**config.mk**
```make
export PLATFORM = sky130hd
export DESIGN_NAME = rotary_encoder_button_input_top
export DESIGN_NICKNAME = d
export VERILOG_FILES = /design/src/hw/rtl/rec_pkg.sv /design/src/hw/rtl/rec_div.sv /design/src/hw/rtl/rec_btn.sv /design/src/hw/rtl/rotary_encoder_button_input_top.sv
export VERILOG_INCLUDE_DIRS = /design/src /design/src/hw/rtl
export SDC_FILE = /design/constraint.sdc
export NUM_CORES = 1
export LEC_CHECK = 0
export BUFFER_PORTS_ARGS = -buffer_cell sky130_fd_sc_hd__buf_2
export CORE_UTILIZATION = 40
export CTS_BUF_LIST = sky130_fd_sc_hd__clkbuf_8
export CTS_CLUSTER_DIAMETER = 120
export DETAILED_ROUTE_END_ITERATION = 10
export PLACE_DENSITY_LB_ADDON = 0.25
export SYNTH_ARGS = -nofsm -noshare
export SYNTH_HDL_FRONTEND = slang
export SYNTH_SLANG_ARGS = --single-unit
```
**constraint.sdc**
```tcl
create_clock -name clock -period 18.2 [get_ports clock]
set_input_delay 0.91 -clock clock [delete_from_list [all_inputs] [get_ports clock]]
set_output_delay 0.91 -clock clock [all_outputs]
set_load 0.005 [all_outputs]
```
**src/hw/rtl/assert_macros.svh**
```systemverilog
// Assertion macros shared by the encoder and button input RTL.
`ifndef ASSERT_MACROS_SVH
`define ASSERT_MACROS_SVH

// Same-cycle implication, disabled while reset is high.
`define REC_ASSERT_IMPLY(label, clk, rst, ante, cons) \
   label: assert property (@(posedge clk) disable iff (rst) (ante) |-> (cons)) \
      else $error("same-cycle implication failed");

// Next-cycle implication, disabled while reset is high.
`define REC_ASSERT_NEXT(label, clk, rst, ante, cons) \
   label: assert property (@(posedge clk) disable iff (rst) (ante) |=> (cons)) \
      else $error("next-cycle implication failed");

`endif

```
**src/hw/rtl/rec_pkg.sv**
```systemverilog
// Types, constants and helper functions for the rotary encoder and button input block.
`default_nettype none
package rec_pkg;

   // Saturation limits and time width.
   localparam int COUNT_LIMIT   = 64;
   localparam int PENDING_LIMIT = 64;
   localparam int TIME_BITS     = 32;

   // Width of the signed step count and pending delta.
   localparam int CNT_W = 8;
   // Width of the divider operands (count magnitude and detent size).
   localparam int DVD_W = 7;
   // One quotient bit per divider iteration.
   localparam int DIV_STEPS = DVD_W;
   localparam int DIV_CNT_W = $clog2(DIV_STEPS);

   typedef logic signed [CNT_W-1:0] count_type;

   localparam count_type COUNT_MAX   = CNT_W'(COUNT_LIMIT);
   localparam count_type PENDING_MAX = CNT_W'(PENDING_LIMIT);

   // Command codes.
   typedef enum logic [1:0] {
      CMD_SAMPLE     = 2'd0,
      CMD_POLL       = 2'd1,
      CMD_READ_DELTA = 2'd2,
      CMD_READ_EVENT = 2'd3
   } cmd_type;

   // Button event codes.
   typedef enum logic [1:0] {
      EVT_NONE  = 2'd0,
      EVT_SHORT = 2'd1,
      EVT_LONG  = 2'd2
   } btn_event_type;

   // Register indexes.
   localparam logic [2:0] REG_STEPS_PER_DETENT  = 3'd0;
   localparam logic [2:0] REG_REVERSE_DIRECTION = 3'd1;
   localparam logic [2:0] REG_USE_ALT_BUTTON    = 3'd2;
   localparam logic [2:0] REG_DEBOUNCE_MS       = 3'd3;
   localparam logic [2:0] REG_LONG_PRESS_MS     = 3'd4;

   // Status from the serial divider to the sequencer.
   typedef struct packed {
      logic             done;
      logic             nonzero;
      logic [DVD_W-1:0] rem;
   } div_status_type;

   // Quadrature transition table: previous phase and new phase give the step.
   function automatic logic signed [1:0] quad_step(input logic [1:0] prev,
                                                   input logic [1:0] cur);
      logic signed [1:0] mv;
      case ({prev, cur})
         4'd1, 4'd7, 4'd8, 4'd14: mv = -2'sd1;
         4'd2, 4'd4, 4'd11, 4'd13: mv = 2'sd1;
         default: mv = 2'sd0;
      endcase
      return mv;
   endfunction

   // Adds a unit step and saturates at plus or minus lim.
   function automatic count_type sat_add(input count_type a, input logic signed [1:0] b,
                                         input count_type lim);
      logic signed [CNT_W:0] s;
      logic signed [CNT_W:0] hi;
      logic signed [CNT_W:0] lo;
      count_type             r;
      hi = signed'({lim[CNT_W-1], lim});
      lo = -hi;
      s  = signed'({a[CNT_W-1], a}) + signed'({{(CNT_W-1){b[1]}}, b});
      if (s > hi) begin
         r = lim;
      end else if (s < lo) begin
         r = lo[CNT_W-1:0];
      end else begin
         r = s[CNT_W-1:0];
      end
      return r;
   endfunction

endpackage
`default_nettype wire

```
**src/hw/rtl/rec_div.sv**
```systemverilog
// Restoring serial divider: one quotient bit per cycle, keeps the remainder.
`default_nettype none
module rec_div (
   input  wire logic                      clock,
   input  wire logic                      reset,
   input  wire logic                      start,
   input  wire logic [rec_pkg::DVD_W-1:0] dividend,
   input  wire logic [rec_pkg::DVD_W-1:0] divisor,
   output rec_pkg::div_status_type        status
);
   import rec_pkg::*;

   logic                 busy_ff, busy_in;
   logic                 done_ff, done_in;
   logic                 nz_ff, nz_in;
   logic [DIV_CNT_W-1:0] cnt_ff, cnt_in;
   logic [DVD_W-1:0]     dvd_ff, dvd_in;
   logic [DVD_W-1:0]     div_ff, div_in;
   logic [DVD_W-1:0]     rem_ff, rem_in;
   logic [DVD_W:0]       rem_sh;
   logic [DVD_W+1:0]     diff;
   logic                 ge;

   // One trial subtraction per cycle.
   always_comb begin
      rem_sh  = {rem_ff, dvd_ff[DVD_W-1]};
      diff    = {1'b0, rem_sh} - {2'b00, div_ff};
      ge      = !diff[DVD_W+1];
      busy_in = busy_ff;
      done_in = 1'b0;
      nz_in   = nz_ff;
      cnt_in  = cnt_ff;
      dvd_in  = dvd_ff;
      div_in  = div_ff;
      rem_in  = rem_ff;
      if (start) begin
         busy_in = 1'b1;
         nz_in   = 1'b0;
         cnt_in  = '0;
         dvd_in  = dividend;
         div_in  = divisor;
         rem_in  = '0;
      end else if (busy_ff) begin
         rem_in = ge ? diff[DVD_W-1:0] : rem_sh[DVD_W-1:0];
         nz_in  = nz_ff | ge;
         dvd_in = {dvd_ff[DVD_W-2:0], 1'b0};
         cnt_in = cnt_ff + 1'b1;
         if (cnt_ff == DIV_CNT_W'(DIV_STEPS - 1)) begin
            busy_in = 1'b0;
            done_in = 1'b1;
         end
      end
   end

   // Control state.
   always_ff @(posedge clock) begin
      if (reset) begin
         busy_ff <= 1'b0;
         done_ff <= 1'b0;
      end else begin
         busy_ff <= busy_in;
         done_ff <= done_in;
      end
   end

   // Datapath registers.
   always_ff @(posedge clock) begin
      nz_ff  <= nz_in;
      cnt_ff <= cnt_in;
      dvd_ff <= dvd_in;
      div_ff <= div_in;
      rem_ff <= rem_in;
   end

   assign status.done    = done_ff;
   assign status.nonzero = nz_ff;
   assign status.rem     = rem_ff;

endmodule
`default_nettype wire

```
**src/hw/rtl/rec_btn.sv**
```systemverilog
// Button debounce and short or long press detection with a latched event.
`default_nettype none
`include "assert_macros.svh"
module rec_btn (
   input  wire logic                          clock,
   input  wire logic                          reset,
   input  wire logic                          poll,
   input  wire logic                          clear_event,
   input  wire logic                          raw,
   input  wire logic [rec_pkg::TIME_BITS-1:0] now,
   input  wire logic [15:0]                   debounce_ms,
   input  wire logic [15:0]                   long_press_ms,
   output rec_pkg::btn_event_type             event_value
);
   import rec_pkg::*;

   logic                 raw_prev_ff, raw_prev_in;
   logic                 stable_ff, stable_in;
   logic                 held_ff, held_in;
   logic                 lr_ff, lr_in;
   logic [TIME_BITS-1:0] last_ff, last_in;
   logic [TIME_BITS-1:0] start_ff, start_in;
   btn_event_type        evt_ff, evt_in;
   logic [TIME_BITS-1:0] deb_elapsed;
   logic [TIME_BITS-1:0] long_elapsed;
   logic                 flip;

   // Next state for a poll; a read of the event clears it.
   always_comb begin
      raw_prev_in = raw_prev_ff;
      stable_in   = stable_ff;
      held_in     = held_ff;
      lr_in       = lr_ff;
      last_in     = last_ff;
      start_in    = start_ff;
      evt_in      = evt_ff;
      if (raw != raw_prev_ff) begin
         raw_prev_in = raw;
         last_in     = now;
      end
      deb_elapsed = now - last_in;
      flip = (deb_elapsed >= TIME_BITS'(debounce_ms)) && (raw != stable_ff);
      if (flip) begin
         stable_in = raw;
         if (raw) begin
            held_in  = 1'b1;
            lr_in    = 1'b0;
            start_in = now;
         end else if (held_ff) begin
            held_in = 1'b0;
            if (!lr_ff) begin
               evt_in = EVT_SHORT;
            end
            lr_in = 1'b0;
         end
      end
      long_elapsed = now - start_in;
      if (held_in && !lr_in && (long_elapsed >= TIME_BITS'(long_press_ms))) begin
         lr_in  = 1'b1;
         evt_in = EVT_LONG;
      end
      if (clear_event) begin
         evt_in = EVT_NONE;
      end
   end

   // State registers; the time stamps reset to zero as well.
   always_ff @(posedge clock) begin
      if (reset) begin
         raw_prev_ff <= 1'b0;
         stable_ff   <= 1'b0;
         held_ff     <= 1'b0;
         lr_ff       <= 1'b0;
         last_ff     <= '0;
         start_ff    <= '0;
         evt_ff      <= EVT_NONE;
      end else if (poll || clear_event) begin
         raw_prev_ff <= poll ? raw_prev_in : raw_prev_ff;
         stable_ff   <= poll ? stable_in : stable_ff;
         held_ff     <= poll ? held_in : held_ff;
         lr_ff       <= poll ? lr_in : lr_ff;
         last_ff     <= poll ? last_in : last_ff;
         start_ff    <= poll ? start_in : start_ff;
         evt_ff      <= evt_in;
      end
   end

   assign event_value = evt_ff;

   // The long-press flag is only ever set while the button is held.
   `REC_ASSERT_IMPLY(a_long_needs_held, clock, reset, lr_ff, held_ff)

endmodule
`default_nettype wire

```
**src/hw/rtl/rotary_encoder_button_input_top.sv**
```systemverilog
// Top level of the rotary encoder and debounced button input block.
`default_nettype none
`include "assert_macros.svh"
// One beat on the request channel carries one command and gives exactly one
// response beat. A pin sample, a delta read and an event read pass from
// acceptance through the done state to the response register. A poll first
// runs the detent division of the step count in a restoring serial divider
// that produces one quotient bit per cycle; the result is then folded into
// the count and the pending delta, and the response register is loaded.
// The request side is stalled while an item is in flight; a finished response
// may wait on a stalled response channel while the next request is accepted.
// Configuration registers sit at byte addresses 0, 4, 8, 12 and 16; the user
// must write them only while the block is idle, which the block does not enforce.
module rotary_encoder_button_input_top (
   input  wire logic                          clock,
   input  wire logic                          reset,
   // Request channel.
   input  wire logic                          req_valid,
   output logic                               req_stall,
   input  wire logic [1:0]                    req_cmd,
   input  wire logic                          req_pin_a,
   input  wire logic                          req_pin_b,
   input  wire logic                          req_button_level,
   input  wire logic                          req_alt_button_level,
   input  wire logic [31:0]                   req_now_ms,
   // Response channel.
   output logic                               rsp_valid,
   input  wire logic                          rsp_stall,
   output logic signed [1:0]                  rsp_delta,
   output logic [1:0]                         rsp_button_event,
   // Configuration port.
   input  wire logic                          csr_psel,
   input  wire logic                          csr_penable,
   input  wire logic                          csr_pwrite,
   input  wire logic [4:0]                    csr_paddr,
   input  wire logic [31:0]                   csr_pwdata,
   output logic [31:0]                        csr_prdata,
   output logic                               csr_pready
);
   import rec_pkg::*;

   typedef enum logic [2:0] {
      ST_IDLE = 3'b001,
      ST_DIV  = 3'b010,
      ST_DONE = 3'b100
   } state_type;

   state_type         state_ff, state_in;
   logic [6:0]        steps_ff;
   logic              reverse_ff;
   logic              use_alt_ff;
   logic [15:0]       debounce_ff;
   logic [15:0]       long_press_ff;
   logic [1:0]        phase_ff, phase_in;
   count_type         count_ff, count_in;
   count_type         pending_ff, pending_in;
   logic signed [1:0] res_delta_ff, res_delta_in;
   btn_event_type     res_event_ff, res_event_in;
   logic              rsp_valid_ff, rsp_valid_in;
   logic signed [1:0] rsp_delta_ff;
   logic [1:0]        rsp_event_ff;

   cmd_type           cmd;
   logic              accept;
   logic              out_free;
   logic              csr_write;
   logic [2:0]        csr_index;
   logic [1:0]        phase_new;
   logic signed [1:0] mv;
   logic signed [1:0] rd_delta;
   count_type         count_mag;
   count_type         rem_signed;
   logic [DVD_W-1:0]  divisor;
   logic              btn_raw;
   div_status_type    div_status;
   btn_event_type     btn_event;

   assign cmd       = cmd_type'(req_cmd);
   assign accept    = req_valid && !req_stall;
   assign out_free  = !rsp_valid_ff || !rsp_stall;
   assign req_stall = (state_ff != ST_IDLE);

   // Configuration writes and reads.
   assign csr_write  = csr_psel && csr_penable && csr_pwrite;
   assign csr_index  = csr_paddr[4:2];
   assign csr_pready = 1'b1;

   always_ff @(posedge clock) begin
      if (reset) begin
         steps_ff      <= 7'd4;
         reverse_ff    <= 1'b0;
         use_alt_ff    <= 1'b0;
         debounce_ff   <= 16'd18;
         long_press_ff <= 16'd700;
      end else if (csr_write) begin
         case (csr_index)
            REG_STEPS_PER_DETENT:  steps_ff      <= csr_pwdata[6:0];
            REG_REVERSE_DIRECTION: reverse_ff    <= csr_pwdata[0];
            REG_USE_ALT_BUTTON:    use_alt_ff    <= csr_pwdata[0];
            REG_DEBOUNCE_MS:       debounce_ff   <= csr_pwdata[15:0];
            REG_LONG_PRESS_MS:     long_press_ff <= csr_pwdata[15:0];
            default: ;
         endcase
      end
   end

   always_comb begin
      case (csr_index)
         REG_STEPS_PER_DETENT:  csr_prdata = {25'd0, steps_ff};
         REG_REVERSE_DIRECTION: csr_prdata = {31'd0, reverse_ff};
         REG_USE_ALT_BUTTON:    csr_prdata = {31'd0, use_alt_ff};
         REG_DEBOUNCE_MS:       csr_prdata = {16'd0, debounce_ff};
         REG_LONG_PRESS_MS:     csr_prdata = {16'd0, long_press_ff};
         default:               csr_prdata = '0;
      endcase
   end

   // Divider operands: count magnitude over the detent size, zero acting as one.
   assign count_mag = count_ff[CNT_W-1] ? CNT_W'(-count_ff) : count_ff;
   assign divisor   = (steps_ff == '0) ? DVD_W'(1) : steps_ff;

   rec_div u_div (
      .clock    (clock),
      .reset    (reset),
      .start    (accept && (cmd == CMD_POLL)),
      .dividend (count_mag[DVD_W-1:0]),
      .divisor  (divisor),
      .status   (div_status)
   );

   // Button debounce runs on the poll beat itself.
   assign btn_raw = !req_button_level || (use_alt_ff && !req_alt_button_level);

   rec_btn u_btn (
      .clock         (clock),
      .reset         (reset),
      .poll          (accept && (cmd == CMD_POLL)),
      .clear_event   (accept && (cmd == CMD_READ_EVENT)),
      .raw           (btn_raw),
      .now           (req_now_ms[TIME_BITS-1:0]),
      .debounce_ms   (debounce_ff),
      .long_press_ms (long_press_ff),
      .event_value   (btn_event)
   );

   // Quadrature decode of the sampled pins.
   assign phase_new = {req_pin_a, req_pin_b};
   assign mv        = reverse_ff ? -quad_step(phase_ff, phase_new)
                                 : quad_step(phase_ff, phase_new);

   // Unit step handed out by a delta read.
   assign rd_delta = (pending_ff > 0) ? 2'sd1 : ((pending_ff < 0) ? -2'sd1 : 2'sd0);

   // Remainder carries the sign of the count (truncation toward zero).
   assign rem_signed = count_ff[CNT_W-1] ? CNT_W'(-signed'({1'b0, div_status.rem}))
                                         : signed'({1'b0, div_status.rem});

   // Sequencer and item state.
   always_comb begin
      state_in     = state_ff;
      phase_in     = phase_ff;
      count_in     = count_ff;
      pending_in   = pending_ff;
      res_delta_in = res_delta_ff;
      res_event_in = res_event_ff;
      rsp_valid_in = rsp_valid_ff && rsp_stall;
      case (state_ff)
         ST_IDLE: begin
            if (accept) begin
               res_delta_in = 2'sd0;
               res_event_in = EVT_NONE;
               state_in     = ST_DONE;
               case (cmd)
                  CMD_SAMPLE: begin
                     phase_in = phase_new;
                     if (mv != 2'sd0) begin
                        count_in = sat_add(count_ff, mv, COUNT_MAX);
                     end
                  end
                  CMD_POLL: begin
                     state_in = ST_DIV;
                  end
                  CMD_READ_DELTA: begin
                     res_delta_in = rd_delta;
                     pending_in   = pending_ff - count_type'(rd_delta);
                  end
                  CMD_READ_EVENT: begin
                     res_event_in = btn_event;
                  end
                  default: ;
               endcase
            end
         end
         ST_DIV: begin
            if (div_status.done) begin
               count_in = rem_signed;
               if (div_status.nonzero) begin
                  pending_in = sat_add(pending_ff,
                                       count_ff[CNT_W-1] ? -2'sd1 : 2'sd1, PENDING_MAX);
               end
               state_in = ST_DONE;
            end
         end
         ST_DONE: begin
            if (out_free) begin
               rsp_valid_in = 1'b1;
               state_in     = ST_IDLE;
            end
         end
         default: state_in = ST_IDLE;
      endcase
   end

   // Control state.
   always_ff @(posedge clock) begin
      if (reset) begin
         state_ff     <= ST_IDLE;
         phase_ff     <= 2'd0;
         count_ff     <= '0;
         pending_ff   <= '0;
         rsp_valid_ff <= 1'b0;
      end else begin
         state_ff     <= state_in;
         phase_ff     <= phase_in;
         count_ff     <= count_in;
         pending_ff   <= pending_in;
         rsp_valid_ff <= rsp_valid_in;
      end
   end

   // Result payload and response register.
   always_ff @(posedge clock) begin
      res_delta_ff <= res_delta_in;
      res_event_ff <= res_event_in;
      if ((state_ff == ST_DONE) && out_free) begin
         rsp_delta_ff <= res_delta_ff;
         rsp_event_ff <= res_event_ff;
      end
   end

   assign rsp_valid        = rsp_valid_ff;
   assign rsp_delta        = rsp_delta_ff;
   assign rsp_button_event = rsp_event_ff;

   // An accepted beat always leaves the idle state.
   `REC_ASSERT_NEXT(a_accept_busy, clock, reset, accept, state_ff != ST_IDLE)
   // The divider only finishes while the sequencer waits on it.
   `REC_ASSERT_IMPLY(a_div_done_in_div, clock, reset, div_status.done, state_ff == ST_DIV)
   // Count and pending delta stay within their saturation limits.
   `REC_ASSERT_IMPLY(a_limits, clock, reset, 1'b1,
      (count_ff <= COUNT_MAX) && (count_ff >= -COUNT_MAX) &&
      (pending_ff <= PENDING_MAX) && (pending_ff >= -PENDING_MAX))

endmodule
`default_nettype wire
```
==> flow_summary.json <==
{
  "dp_hpwl_microns": 29200,
  "p_leak_uw": 0.00597,
  "max_freq_mhz": 77.0,
  "crit_arrival_ns": 13.39,
  "insertion_delay_ns": 0.51,
  "yosysUniqueCellTypes": 91,
  "clock_sinks": 168,
  "std_cell_rows": 67,
  "fin_crit_sh_pct": 71.4,
  "ys_warn_count": 0,
  "r2r_start": "use_alt_ff$_SDFFE_PP0P_",
  "grtUsageMet1_pct": 27.1,
  "synth.avg_cell_area_sq_um": 7.73,
  "grt_use_met2_pct": 36.9,
  "start_util_pct": 40.9,
  "drt-initial-drc-count": 809,
  "numCtsBuffers": 17,
  "root_buffer": "clkbuf_8",
  "synth_fa_ha_area_share_pct": 12.0,
  "cts_tree": "done",
  "cts-htree-levels": 4,
  "status": "finished, final reports clean",
  "syn_area_sq_um": 13800,
  "postSynth.asyncResetShare_pct": 0,
  "wl_per_cell_microns": 16.7,
  "ff2ff_path_depth": 53,
  "critPathMaxFanout": 43,
  "die_h_microns": 188,
  "hold_path_end": "rsp_delta[1]$_DFFE_PP_",
  "portBuffers": 85,
  "syn_inst": 1786,
  "hold_viol": 0,
  "grt_setup_unrepaired": "false",
  "fin_ws_ns": 5.21,
  "routed_via_density": 5.61,
  "slew_headroom_pct": 27.4,
  "p_per_area_nw_per_um2": 74.8,
  "grt.busiest_layer": "met2",
  "fin_nets": 2017,
  "ant_nets": 0,
  "crit_path_max_incr_delay_ns": 0.57,
  "ys_seq_area_share_pct": 26.0,
  "cp.required_ns": 18.60,
  "dr.pass1.iters": 6,
  "hold_path_depth": 0,
  "slowest_stage": "a2111oi_0",
  "wl_microns": 37900,
  "finalClockSkew_ns": 0.0224,
  "cts.path.max_buffers": 2,
  "synth_edf_count": 22,
  "cts.reportedPaths.clkPinSlew_ns": 0.10,
  "setup_viol": 0,
  "cts_hold_buf": 0,
  "cap_violations": 0,
  "synth_top_family_by_area": "compound AO/OA/AOI/OAI gates",
  "die_w_microns": 188,
  "hold_class": "register to register",
  "r2r-end": "u_btn.event_value[1]$_SDFFE_PP0P_",
  "via_count": 12700,
  "post-place-ws_ns": 4.66,
  "grt_pass1_wl_microns": 61600,
  "min_from": "res_delta_ff[1]$_SDFFCE_PP0P_",
  "synth-simple-area-share_pct": 21.0,
  "synth_xor_area_share_pct": 5.46,
  "worst_pin_slew_ns": 1.09,
  "antenna_found_initial": 0,
  "crit_type": "input pin to register",
  "first_global_vias": 12100,
  "slew_violations": 0,
  "ys_ff_latch": 168,
  "min_period_ns": 12.99,
  "gp_congestion": 0.895,
  "grt_use_met3_pct": 3.72,
  "worstSetupEndpointType": "register",
  "fin_setup_tns_ns": 0,
  "n_antenna_cell": 0,
  "postCtsResizedCells": 0,
  "grt-ovfl-total": 0,
  "yosys_most_used_dff": "dfxtp_1",
  "die_area_sq_um": 35200,
  "ios": 121,
  "syn2layout_area_growth_pct": 7.79,
  "max-vdd-ir-drop_v": 0.0000477,
  "synth_compound_area_share_pct": 24.4,
  "worstSetupStartpointType": "input pin",
  "post-cts-setup-buffers": 0,
  "synthMuxAreaShare_pct": 5.29,
  "r2r_setup_slack_ns": 5.28,
  "drive_gt1_share_pct": 9.05,
  "grt.total_usage_pct": 21.5,
  "grt_start_max_net_pins": 81,
  "placeableCoreArea_sq_um": 33700,
  "remaining_drc_errors": 0
}
cells in the final DEF (no fill, tap or decap), types with 9 or more instances in the layout:
| cell | synthesis | layout |
|---|---|---|
| nor2b_1 | 29 | 29 |
| xor2_1 | 40 | 40 |
| inv_1 | 88 | 87 |
| or3_1 | 10 | 10 |
| dfxtp_1 | 146 | 146 |
| nand3_1 | 32 | 32 |
| o21bai_1 | 16 | 16 |
| a211oi_1 | 56 | 56 |
| nor2_1 | 153 | 153 |
| nand4_1 | 16 | 16 |
| o211ai_1 | 17 | 17 |
| a21oi_1 | 161 | 161 |
| ha_1 | 120 | 120 |
| buf_2 | 8 | 84 |
| and2_1 | 11 | 11 |
| a22oi_1 | 12 | 12 |
| a21o_1 | 48 | 48 |
| clkbuf_8 | 0 | 17 |
| buf_4 | 17 | 12 |
| nor4_1 | 12 | 12 |
| o21a_1 | 9 | 9 |
| xnor2_1 | 46 | 46 |
| o31ai_1 | 11 | 11 |
| conb_1 | 2 | 17 |
| nand2_1 | 243 | 243 |
| nor3_1 | 23 | 23 |
| nand2b_1 | 35 | 35 |
| a31oi_1 | 13 | 13 |
| mux2i_1 | 65 | 65 |
| edfxtp_1 | 22 | 22 |
| and3_1 | 13 | 13 |
| o21ai_0 | 90 | 90 |
| o22ai_1 | 12 | 12 |
stage by stage:
stage	cell area, sq um	hold slack [ns]	util (%)	cells	power (uW)
2_1_floorplan	13900	0.400	-	1801	738
3_3_place_gp	14500	0.403	42.9	2239	829
3_5_place_dp	14500	0.406	42.9	2239	838
4_1_cts	14900	0.431	44.1	2271	1120
5_1_grt	14900	0.436	44.1	2271	1190
6_report	14900	0.432	44.1	2271	1110
critical path: cells and delay by family:
kind / cells / cell delay [ns]
adder cells (fa/ha/maj): 8 / 2.43
XOR/XNOR: 2 / 0.29
buffers and inverters: 4 / 0.73
AO/OA/AOI/OAI: 25 / 5.35
AND/OR/NAND/NOR: 15 / 3.62
synthesized netlist by cell type (7+ instances only):
library cell | instances | share of area, %
nand3_1 | 32 | 1.2
xor2_1 | 40 | 2.5
a22oi_1 | 12 | 0.65
nor4_1 | 12 | 0.54
inv_1 | 88 | 2.4
nand2b_1 | 35 | 1.6
nor3_1 | 23 | 0.83
a211oi_1 | 56 | 3.0
nand2_1 | 243 | 6.6
o211ai_1 | 17 | 0.92
buf_2 | 8 | 0.29
a21oi_1 | 161 | 5.8
dfxtp_1 | 146 | 21
buf_1 | 7 | 0.19
or2_2 | 7 | 0.32
edfxtp_1 | 22 | 4.8
and3_1 | 13 | 0.59
and2_1 | 11 | 0.50
a21o_1 | 48 | 2.6
ha_1 | 120 | 11
nand4_1 | 16 | 0.73
mux2i_1 | 65 | 4.7
o21bai_1 | 16 | 0.87
nor2_1 | 153 | 4.2
a31oi_1 | 13 | 0.59
o21a_1 | 9 | 0.49
clkbuf_1 | 74 | 2.0
a2111oi_0 | 7 | 0.44
nor2b_1 | 29 | 1.3
o22ai_1 | 12 | 0.54
o21ai_0 | 90 | 3.3
or3_1 | 10 | 0.45
o31ai_1 | 11 | 0.60
buf_4 | 17 | 0.92
xnor2_1 | 46 | 2.9
routing by layer:
layer / vias up / part of all wire, %
met5: - / 0
met4: 0 / 2.4
met3: 50 / 4.3
met2: 274 / 48
met1: 5999 / 46
li1: 6426 / -
state kept, by name (all words and copies together) (netlist names), 2 cells and up:
name and cells:
count_ff 8, steps_ff 7, res_event_ff 2, debounce_ff 16, u_div.div_ff 7, u_div.cnt_ff 3, u_div.rem_ff 7, phase_ff 2
u_btn.start_ff 32, u_div.dvd_ff 7, rsp_delta 2, u_btn.event_value 2, long_press_ff 16, u_btn.last_ff 32, state_ff 3, pending_ff 8
res_delta_ff 2, rsp_button_event 2
how the worst max path moves through the flow:
stage,from,slack [ns],to
2_1_floorplan,req_alt_button_level,6.72,u_btn.event_value[1]$_SDFFE_PP0P_
3_5_place_dp,req_alt_button_level,4.66,u_btn.event_value[1]$_SDFFE_PP0P_
6_report,req_alt_button_level,5.21,u_btn.event_value[1]$_SDFFE_PP0P_
3_3_place_gp,req_alt_button_level,4.81,u_btn.event_value[1]$_SDFFE_PP0P_
4_1_cts,req_alt_button_level,5.17,u_btn.event_value[1]$_SDFFE_PP0P_
5_1_grt,req_alt_button_level,4.01,u_btn.event_value[1]$_SDFFE_PP0P_
final cells by class:
| cell class | instances | area [sq um] |
|---|---|---|
| fillers | 3514 | 18800 |
| multi-input cells | 1438 | 9470 |
| flip-flops and latches | 168 | 3580 |
| well taps | 448 | 561 |
| repair buffers | 96 | 510 |
| inverters | 89 | 334 |
| clock buffers | 17 | 234 |
| clock inverters | 15 | 180 |
power by group:
group / internal (uW) / switching (uW)
sequential: 397 / 24.5
clock: 105 / 176
combinational: 168 / 241
kinds of logic (layout without fill, tap and decap cells):
kind of cell / count (synthesis) / after routing
AND/OR/NAND/NOR: 617 / 617
AO/OA/AOI/OAI: 518 / 518
buffers and inverters: 195 / 217
flip-flops: 168 / 168
adder cells (fa/ha/maj): 130 / 130
XOR/XNOR: 86 / 86
multiplexers: 70 / 70
other: 2 / 17
(Power assumes the default switching activity.)
